[src/design/rrf_pkg.sv]
// ----------------------------------------------------------------------------
// rrf_pkg
// Shared constants, payload types and operation codes of the rotating
// register file.
// ----------------------------------------------------------------------------
package rrf_pkg;

   // store geometry
   localparam int TOTAL_REGS = 128;
   localparam int DATA_W     = 64;
   localparam int ADDR_W     = $clog2(TOTAL_REGS);

   // field widths
   localparam int OP_W    = 3;
   localparam int IDX_W   = 8;
   localparam int BASE_W  = 7;
   localparam int SC_W    = 7;

   // width of the ring offset sum and of the ring size (up to 255 + 127)
   localparam int SUM_W   = 9;
   localparam int CNT_W   = $clog2(SUM_W + 1);

   localparam logic [SC_W-1:0] STATIC_COUNT_RESET = 7'd32;

   typedef enum logic [OP_W-1:0] {
      OP_READ_LOG  = 3'd0,
      OP_WRITE_LOG = 3'd1,
      OP_READ_PHY  = 3'd2,
      OP_WRITE_PHY = 3'd3,
      OP_CLEAR     = 3'd4
   } op_type;

   typedef struct packed {
      logic [OP_W-1:0]   op;
      logic [IDX_W-1:0]  reg_index;
      logic [BASE_W-1:0] rot_base;
      logic [DATA_W-1:0] write_data;
   } req_type;

   typedef struct packed {
      logic [DATA_W-1:0] read_data;
      logic              error;
   } rsp_type;

   // controller to datapath
   typedef struct packed {
      logic load;
      logic step;
      logic go;
      logic rsp_load;
   } cmd_type;

   // datapath to controller
   typedef struct packed {
      logic div_done;
      logic rsp_free;
   } status_type;

endpackage

[src/design/rrf_controller.sv]
// ----------------------------------------------------------------------------
// rrf_controller
// Sequencer for one access: capture, remainder steps, store access and
// hand-off to the response register.
// ----------------------------------------------------------------------------
module rrf_controller
   import rrf_pkg::*;
(
   input  logic       clock,
   input  logic       reset,
   input  logic       req_valid,
   output logic       req_ready,
   output cmd_type    cmd,
   input  status_type status
);

   typedef enum logic [1:0] {
      S_IDLE,
      S_DIV,
      S_DONE
   } state_type;

   state_type state_ff, state_in;

   // decode commands and next state
   always_comb begin
      state_in     = state_ff;
      cmd          = '0;
      req_ready    = 1'b0;
      case (state_ff)
         S_IDLE: begin
            req_ready = 1'b1;
            if (req_valid) begin
               cmd.load = 1'b1;
               state_in = S_DIV;
            end
         end
         S_DIV: begin
            if (status.div_done) begin
               cmd.go   = 1'b1;
               state_in = S_DONE;
            end else begin
               cmd.step = 1'b1;
            end
         end
         S_DONE: begin
            if (status.rsp_free) begin
               cmd.rsp_load = 1'b1;
               state_in     = S_IDLE;
            end
         end
         default: begin
            state_in = S_IDLE;
         end
      endcase
   end

   // hold state
   always_ff @(posedge clock) begin
      if (reset) begin
         state_ff <= S_IDLE;
      end else begin
         state_ff <= state_in;
      end
   end

endmodule

[config.mk]
export PLATFORM = sky130hd
export DESIGN_NAME = rrf_controller
export DESIGN_NICKNAME = d
export VERILOG_FILES = /design/src/design/rrf_pkg.sv /design/src/design/rrf_controller.sv
export SDC_FILE = /design/constraint.sdc
export NUM_CORES = 1
export LEC_CHECK = 0
export CAP_MARGIN = 20
export CORE_AREA = 3 3 40 42
export CTS_CLUSTER_SIZE = 8
export DETAILED_ROUTE_END_ITERATION = 7
export DIE_AREA = 0 0 43 45
export DONT_BUFFER_PORTS = 1
export PLACE_DENSITY = 0.3
export SYNTH_ARGS = -nofsm -noshare
export SYNTH_HDL_FRONTEND = slang
export SYNTH_SLANG_ARGS = --single-unit
[constraint.sdc]
create_clock -name clock -period 1.1 [get_ports clock]
set_input_delay 0.165 -clock clock [delete_from_list [all_inputs] [get_ports clock]]
set_output_delay 0.165 -clock clock [all_outputs]
set_load 0.02 [all_outputs]
==> results of run 1 <==
==> repair_timing <==
action,in CTS,in global routing
gates resized for setup,5,3
endpoints found under the setup margin,4,4
hold buffers,1,0
setup buffers,0,0
endpoints found under the hold margin,1,0
==> worst paths after layout <==
kind / start / to / slack (ns) / cells after the start
max: state_ff[0] / cmd[2] / 0.03 / 2
min: reset / state_ff[1] / 0.11 / 1
max reg2reg: state_ff[1] / state_ff[1] / 0.17 / 2
min reg2reg: state_ff[1] / state_ff[0] / 0.45 / 1
==> cells in the mapped netlist <==
library cell  n
nor3b_1       2
and2_1        1
nand2b_1      2
nand2_1       1
a211oi_1      1
and3b_1       1
dfxtp_1       2
nor2_1        2
o21ba_1       1
==> cell families after synthesis <==
family	after synthesis
AO/OA/AOI/OAI	2
flip-flops	2
AND/OR/NAND/NOR	9
==> placed cells by master (no fill, tap or decap) <==
cell	n
and2_4	1
dfxtp_4	2
a211oi_1	1
nor3b_2	1
nor3b_1	1
nand2_1	1
dlygate4sd3_1	1
buf_4	3
clkbuf_4	3
nor2_1	1
nand2b_1	2
and3b_2	1
o21ba_1	1
nor2_2	1
==> power by group <==
part / leakage, nW / total [mW] / switching (mW) / internal, mW
logic: 0.0582 / 0.0519 / 0.0257 / 0.0262
registers: 0.0178 / 0.0840 / 0.00768 / 0.0763
clock network: 0.0138 / 0.163 / 0.0426 / 0.120
==> area by class of cell <==
type | instances | area, um2 | area share (%)
multi-input cells | 11 | 82.6 | 40.5
flip-flops and latches | 2 | 47.5 | 23.3
repair buffers | 4 | 32.5 | 16.0
clock buffers | 3 | 22.5 | 11.0
well taps | 15 | 18.8 | 9.20
==> per-stage QoR <==
stage | area (um2) | utilization (%) | std cells | worst slack [ns]
after floorplan | 114 | - | 13 | -0.00473
after detailed placement | 155 | 12.1 | 31 | 0.0761
after global routing | 204 | 15.9 | 35 | -0.0150
after global placement | 155 | 12.1 | 31 | 0.0921
after CTS | 199 | 15.5 | 35 | 0.00477
final | 204 | 15.9 | 35 | 0.0323
==> metal layers <==
metal / vias to the layer above / GRT usage [%] / share of wire (%) / wire [um]
li1: 62 / - / - / -
met1: 52 / 3.36 / 38 / 127
met2: 8 / 4.49 / 43 / 141
met3: 0 / 5.58 / 19 / 62
met4: 0 / 3.61 / 0 / 0
met5: - / 0 / 0 / 0
==> metrics.txt, run 1 <==
# TYPE chip_impl_metric gauge
chip_impl_metric{name="clk_pin_slew_worst_paths",unit="ns"} 0.03
chip_impl_metric{name="rows",unit=""} 13
chip_impl_metric{name="antenna_violating_nets_post_route",unit=""} 0
chip_impl_metric{name="cts_max_path_buffers",unit=""} 2
chip_impl_metric{name="layout_min_cycle_time",unit="ns"} 1.07
chip_impl_metric{name="floorplan.io_pins",unit=""} 10
chip_impl_metric{name="cp_num_buf_inv",unit=""} 1
chip_impl_metric{name="synth-xor-area-share",unit="%"} 0
chip_impl_metric{name="power_density",unit="nW/um2"} 1470
chip_impl_info{name="cp_top_family",value="flip-flops"} 1
chip_impl_info{name="critPathLaunchType",value="flop"} 1
chip_impl_info{name="netlist.top_cell.by_area",value="dfxtp_1"} 1
chip_impl_metric{name="grt_first_pass_wirelength",unit="um"} 496
chip_impl_info{name="main_combinational_cell_family_by_area_after_synthesis",value="simple AND/OR/NAND/NOR gates"} 1
chip_impl_metric{name="fillerInstances",unit=""} 149
chip_impl_metric{name="route.vias.total",unit=""} 122
chip_impl_metric{name="drt_pass1_iterations",unit=""} 1
chip_impl_metric{name="netlist.area_leader.share",unit="%"} 36.0
chip_impl_metric{name="worst-endpoint-arrival",unit="ns"} 0.90
chip_impl_metric{name="fp.dieArea",unit="um2"} 1940
chip_impl_info{name="result_of_the_run",value="complete, no violations"} 1
chip_impl_metric{name="leakagePower",unit="nW"} 0.0898
chip_impl_metric{name="antenna-diode-count",unit=""} 0
chip_impl_info{name="clock_tree.root_cell",value="clkbuf_4"} 1
chip_impl_metric{name="vdd_drop_max",unit="V"} 0.000339
chip_impl_metric{name="detail_route.drc_violations",unit=""} 0
chip_impl_metric{name="critical_path.max_fanout",unit=""} 7
chip_impl_metric{name="synth-adder-area-share",unit="%"} 0
chip_impl_info{name="worstPathCellList",value="nor3b_2 -> buf_4"} 1
chip_impl_info{name="path_class",value="flop to output port"} 1
chip_impl_metric{name="setup_tns",unit="ns"} 0
chip_impl_metric{name="grt_total_ovfl",unit=""} 0
chip_impl_info{name="post_synth_main_area_contributors",value="dfxtp_1 36%, nor3b_1 13%, nand2b_1 11%, o21ba_1 9.0%, and3b_1 7.9%"} 1
chip_impl_info{name="clock_tree_from_tritoncts",value="built"} 1
chip_impl_metric{name="gp_congestion",unit=""} 0.617
chip_impl_metric{name="finalHoldWorstSlack",unit="ns"} 0.107
chip_impl_metric{name="netlist-cell-type-count",unit=""} 9
chip_impl_metric{name="buffer_ports.inserted",unit=""} 0
chip_impl_metric{name="timing.final.crit_share",unit="%"} 97.1
chip_impl_info{name="min_path_type",value="input pin to flop"} 1
chip_impl_metric{name="drtIter0Drc",unit=""} 0
chip_impl_metric{name="cts.htree.levels",unit=""} 1
chip_impl_metric{name="pin_count_of_the_biggest_net_entering_global_routing",unit=""} 8
chip_impl_metric{name="cp_data_required_time",unit="ns"} 0.94
chip_impl_metric{name="post_syn_nets",unit=""} 18
chip_impl_metric{name="area_of_the_mapped_netlist",unit="um2"} 111
chip_impl_metric{name="postSynthCellCount",unit=""} 13
chip_impl_metric{name="routed_wirelength",unit="um"} 330
chip_impl_metric{name="synth_seq_area_share",unit="%"} 36.0
chip_impl_metric{name="number_of_flip_flops_under_the_largest_register_name",unit=""} 2
chip_impl_metric{name="skew",unit="ns"} 0.00469
chip_impl_info{name="setup_repair_after_global_routing_missed_its_margin",value="yes"} 1
chip_impl_metric{name="max-cap-violations",unit=""} 0
chip_impl_metric{name="max_slew_margin",unit="%"} 87.7
chip_impl_metric{name="post-layout-total-power",unit="uW"} 299
chip_impl_metric{name="synth_mux_area_share",unit="%"} 0
chip_impl_metric{name="synth-seq-cells",unit=""} 2
chip_impl_metric{name="globalRouteTotalUtil",unit="%"} 4.07
chip_impl_metric{name="post_drt_via_cell_ratio",unit=""} 3.49
chip_impl_metric{name="start_util",unit="%"} 8.67
chip_impl_metric{name="finalHoldViolations",unit=""} 0
chip_impl_metric{name="ys_warn_count",unit=""} 0
chip_impl_info{name="reg_top3",value="state_ff x2"} 1
chip_impl_metric{name="die-width",unit="um"} 43
chip_impl_metric{name="chipHeight",unit="um"} 45
chip_impl_metric{name="fin_nets",unit=""} 27
chip_impl_metric{name="avgRoutedWirePerCell",unit="um"} 9.43
chip_impl_metric{name="antenna_violations_before_repair",unit=""} 0
chip_impl_metric{name="report.final.setup_viol",unit=""} 0
chip_impl_metric{name="area_fraction_in_compound_gates_after_synthesis",unit="%"} 15.7
chip_impl_metric{name="timing_worst_slew_pin_value",unit="ns"} 0.184
chip_impl_info{name="crit_path_end_kind",value="output port"} 1
chip_impl_metric{name="clk-insertion-delay-late",unit="ns"} 0.23
chip_impl_metric{name="fmax",unit="GHz"} 0.937
chip_impl_info{name="regMostFlops",value="state_ff"} 1
chip_impl_metric{name="placeableCoreArea",unit="um2"} 1280
chip_impl_metric{name="first_global_vias",unit=""} 133
chip_impl_metric{name="numClockSinks",unit=""} 2
chip_impl_metric{name="timing_max_transition_violations_final",unit=""} 0
chip_impl_metric{name="synth_simple_gate_area_share",unit="%"} 48.3
chip_impl_metric{name="worst_path_largest_cell_delay",unit="ns"} 0.36
chip_impl_metric{name="syn_to_final_growth",unit="%"} 83.1
chip_impl_metric{name="post_synth.cell_area_avg",unit="um2"} 8.57
chip_impl_metric{name="cts-buffers-inserted",unit=""} 3
chip_impl_metric{name="drive_above_1_share",unit="%"} 60.0
chip_impl_info{name="max_stage_delay_cell_worst_path",value="dfxtp_4"} 1
Power figures use the tool's default switching activity.
==> run 2: changes to the inputs <==
--- a/config.mk
+++ b/config.mk
@@ -12,6 +12,7 @@
 export DIE_AREA = 0 0 43 45
 export DONT_BUFFER_PORTS = 1
 export PLACE_DENSITY = 0.3
+export REMOVE_ABC_BUFFERS = 1
 export SYNTH_ARGS = -nofsm -noshare
 export SYNTH_HDL_FRONTEND = slang
 export SYNTH_SLANG_ARGS = --single-unit
==> run 2 against run 1 <==
Sequential power is 0.5% lower. Sequential cell count did not move. Worst setup slack better by 0.0070 ns. First-iteration DRC count up 3. Via count grew 2.5%. Routed wire length shrank 3.9%. Clock skew is 0.0031 ns lower. Final area did not move. Largest cell class unchanged.
==> metrics.txt, run 2 (synthesis gave the netlist of run 1 again) <==
# TYPE chip_impl_metric gauge
chip_impl_metric{name="power_density",unit="nW/um2"} 1460
chip_impl_metric{name="cts-buffers-inserted",unit=""} 3
chip_impl_metric{name="finalHoldViolations",unit=""} 0
chip_impl_metric{name="number_of_flip_flops_under_the_largest_register_name",unit=""} 2
chip_impl_metric{name="register_area",unit="um2"} 47.5
chip_impl_metric{name="critical_path.max_fanout",unit=""} 7
chip_impl_info{name="clock_tree.root_cell",value="clkbuf_4"} 1
chip_impl_metric{name="globalRouteTotalUtil",unit="%"} 3.99
chip_impl_metric{name="post_drt_via_cell_ratio",unit=""} 3.57
chip_impl_metric{name="cts_setup_buffers",unit=""} 0
chip_impl_metric{name="report.final.setup_viol",unit=""} 0
chip_impl_metric{name="detail_route.drc_violations",unit=""} 0
chip_impl_metric{name="placeableCoreArea",unit="um2"} 1280
chip_impl_metric{name="pin_count_of_the_biggest_net_entering_global_routing",unit=""} 8
chip_impl_metric{name="setup_tns",unit="ns"} 0
chip_impl_metric{name="multi_input_comb_area",unit="um2"} 82.6
chip_impl_metric{name="drive_above_1_share",unit="%"} 60.0
chip_impl_metric{name="m1WireLength",unit="um"} 122
chip_impl_metric{name="chipHeight",unit="um"} 45
chip_impl_metric{name="final-instance-count-excl-fill",unit=""} 35
chip_impl_metric{name="floorplan.io_pins",unit=""} 10
chip_impl_metric{name="grt_total_ovfl",unit=""} 0
chip_impl_metric{name="routed_wirelength",unit="um"} 317
chip_impl_metric{name="clk-insertion-delay-late",unit="ns"} 0.22
chip_impl_metric{name="cts.htree.levels",unit=""} 1
chip_impl_metric{name="timing.final.ws_setup",unit="ns"} 0.0393
chip_impl_metric{name="syn_to_final_growth",unit="%"} 83.1
chip_impl_metric{name="avgRoutedWirePerCell",unit="um"} 9.06
chip_impl_metric{name="antenna_violations_before_repair",unit=""} 0
chip_impl_info{name="clock_tree_from_tritoncts",value="built"} 1
chip_impl_metric{name="drtIter0Drc",unit=""} 3
chip_impl_metric{name="fillerInstances",unit=""} 149
chip_impl_metric{name="worst-endpoint-arrival",unit="ns"} 0.90
chip_impl_metric{name="skew",unit="ns"} 0.00156
chip_impl_metric{name="drt_pass1_iterations",unit=""} 2
chip_impl_info{name="critPathLaunchType",value="flop"} 1
chip_impl_metric{name="fmax",unit="GHz"} 0.943
chip_impl_metric{name="met2RoutedLength",unit="um"} 146
chip_impl_metric{name="max_slew_margin",unit="%"} 87.0
chip_impl_metric{name="antenna-diode-count",unit=""} 0
chip_impl_metric{name="post_place_cells",unit=""} 31
chip_impl_metric{name="cp_data_required_time",unit="ns"} 0.94
chip_impl_info{name="path_class",value="flop to output port"} 1
chip_impl_metric{name="buffer_ports.inserted",unit=""} 0
chip_impl_metric{name="timing.final.crit_share",unit="%"} 96.4
chip_impl_info{name="setup_repair_after_global_routing_missed_its_margin",value="yes"} 1
chip_impl_metric{name="die-width",unit="um"} 43
chip_impl_info{name="reg_top3",value="state_ff x2"} 1
chip_impl_info{name="layout_common_cells",value="3 x clkbuf_4, 3 x buf_4, 2 x nand2b_1, 2 x dfxtp_4"} 1
chip_impl_metric{name="fin_nets",unit=""} 27
chip_impl_metric{name="antenna_violating_nets_post_route",unit=""} 0
chip_impl_info{name="regMostFlops",value="state_ff"} 1
chip_impl_metric{name="route.vias.total",unit=""} 125
chip_impl_metric{name="dp_slack",unit="ns"} 0.116
chip_impl_metric{name="clk_pin_slew_worst_paths",unit="ns"} 0.03
chip_impl_metric{name="rows",unit=""} 13
chip_impl_info{name="result_of_the_run",value="complete, no violations"} 1
chip_impl_metric{name="grt_first_pass_wirelength",unit="um"} 476
chip_impl_metric{name="first_global_vias",unit=""} 113
chip_impl_info{name="maxUsedRoutingLayer",value="met3"} 1
chip_impl_metric{name="max-cap-violations",unit=""} 0
chip_impl_metric{name="timing_max_transition_violations_final",unit=""} 0
chip_impl_metric{name="cts_max_path_buffers",unit=""} 2
chip_impl_metric{name="timing_worst_slew_pin_value",unit="ns"} 0.195
chip_impl_metric{name="layout_min_cycle_time",unit="ns"} 1.06
chip_impl_info{name="crit_path_end_kind",value="output port"} 1
chip_impl_metric{name="gp_congestion",unit=""} 0.611
chip_impl_metric{name="numClockSinks",unit=""} 2
chip_impl_metric{name="vdd_drop_max",unit="V"} 0.000393
chip_impl_metric{name="leakagePower",unit="nW"} 0.0898
chip_impl_info{name="min_path_type",value="input pin to flop"} 1
chip_impl_metric{name="start_util",unit="%"} 8.67
chip_impl_metric{name="dr_wl_met3",unit="um"} 48
chip_impl_metric{name="fp.dieArea",unit="um2"} 1940
==> run 2: cell counts in the layout (fill, tap and decap cells not counted) <==
Identical to the previous run, type by type.
==> run 2: per-layer routing <==
layer,up-vias,track usage [%]
met2,8,4.49
met1,55,3.59
met3,0,5.98
li1,62,-
met5,-,0
met4,0,1.81
==> run 2: stage by stage <==
stage / hold slack [ns] / util, % / power (mW) / instance area [um2]
after floorplan: 0.238 / - / 0.116 / 111
after global placement: 0.251 / 11.9 / 0.130 / 153
after detailed placement: 0.242 / 11.9 / 0.129 / 153
after CTS: 0.0986 / 15.0 / 0.303 / 193
after global routing: 0.100 / 15.9 / 0.318 / 204
final: 0.103 / 15.9 / 0.297 / 204
==> run 2: worst max-delay path, cell delays in order (launching register included) <==
cell	delay, ns
dfxtp_4	0.36
nor3b_2	0.15
buf_4	0.16
==> run 2: what timing repair did <==
| action | CTS | global route |
|---|---|---|
| pin swaps | 0 | 0 |
| endpoints found under the hold margin | 1 | 0 |
| resized for setup | 3 | 6 |
| endpoints found under the setup margin | 3 | 4 |
| hold buffers | 1 | 0 |
==> run 2: path summary, 6_finish.rpt <==
check,from,endpoint,slack [ns],cells after the start
worst min-delay path,reset,state_ff[1],0.10,1
worst max-delay path,state_ff[0],cmd[2],0.04,2
worst max register to register,state_ff[1],state_ff[1],0.17,2
worst min register to register,state_ff[1],state_ff[0],0.45,1
==> run 2: final cells by class <==
| type | count | share of cell area (%) |
|---|---|---|
| clock buffer | 3 | 11.0 |
| multi-input combinational | 11 | 40.5 |
| timing repair buffer | 4 | 16.0 |
| sequential | 2 | 23.3 |
| tap | 15 | 9.20 |
==> run 2: power by group <==
group | switching [mW] | leakage, nW | internal (mW)
sequential | 0.00723 | 0.0178 | 0.0763
clock | 0.0413 | 0.0138 | 0.120
combinational | 0.0257 | 0.0582 | 0.0262
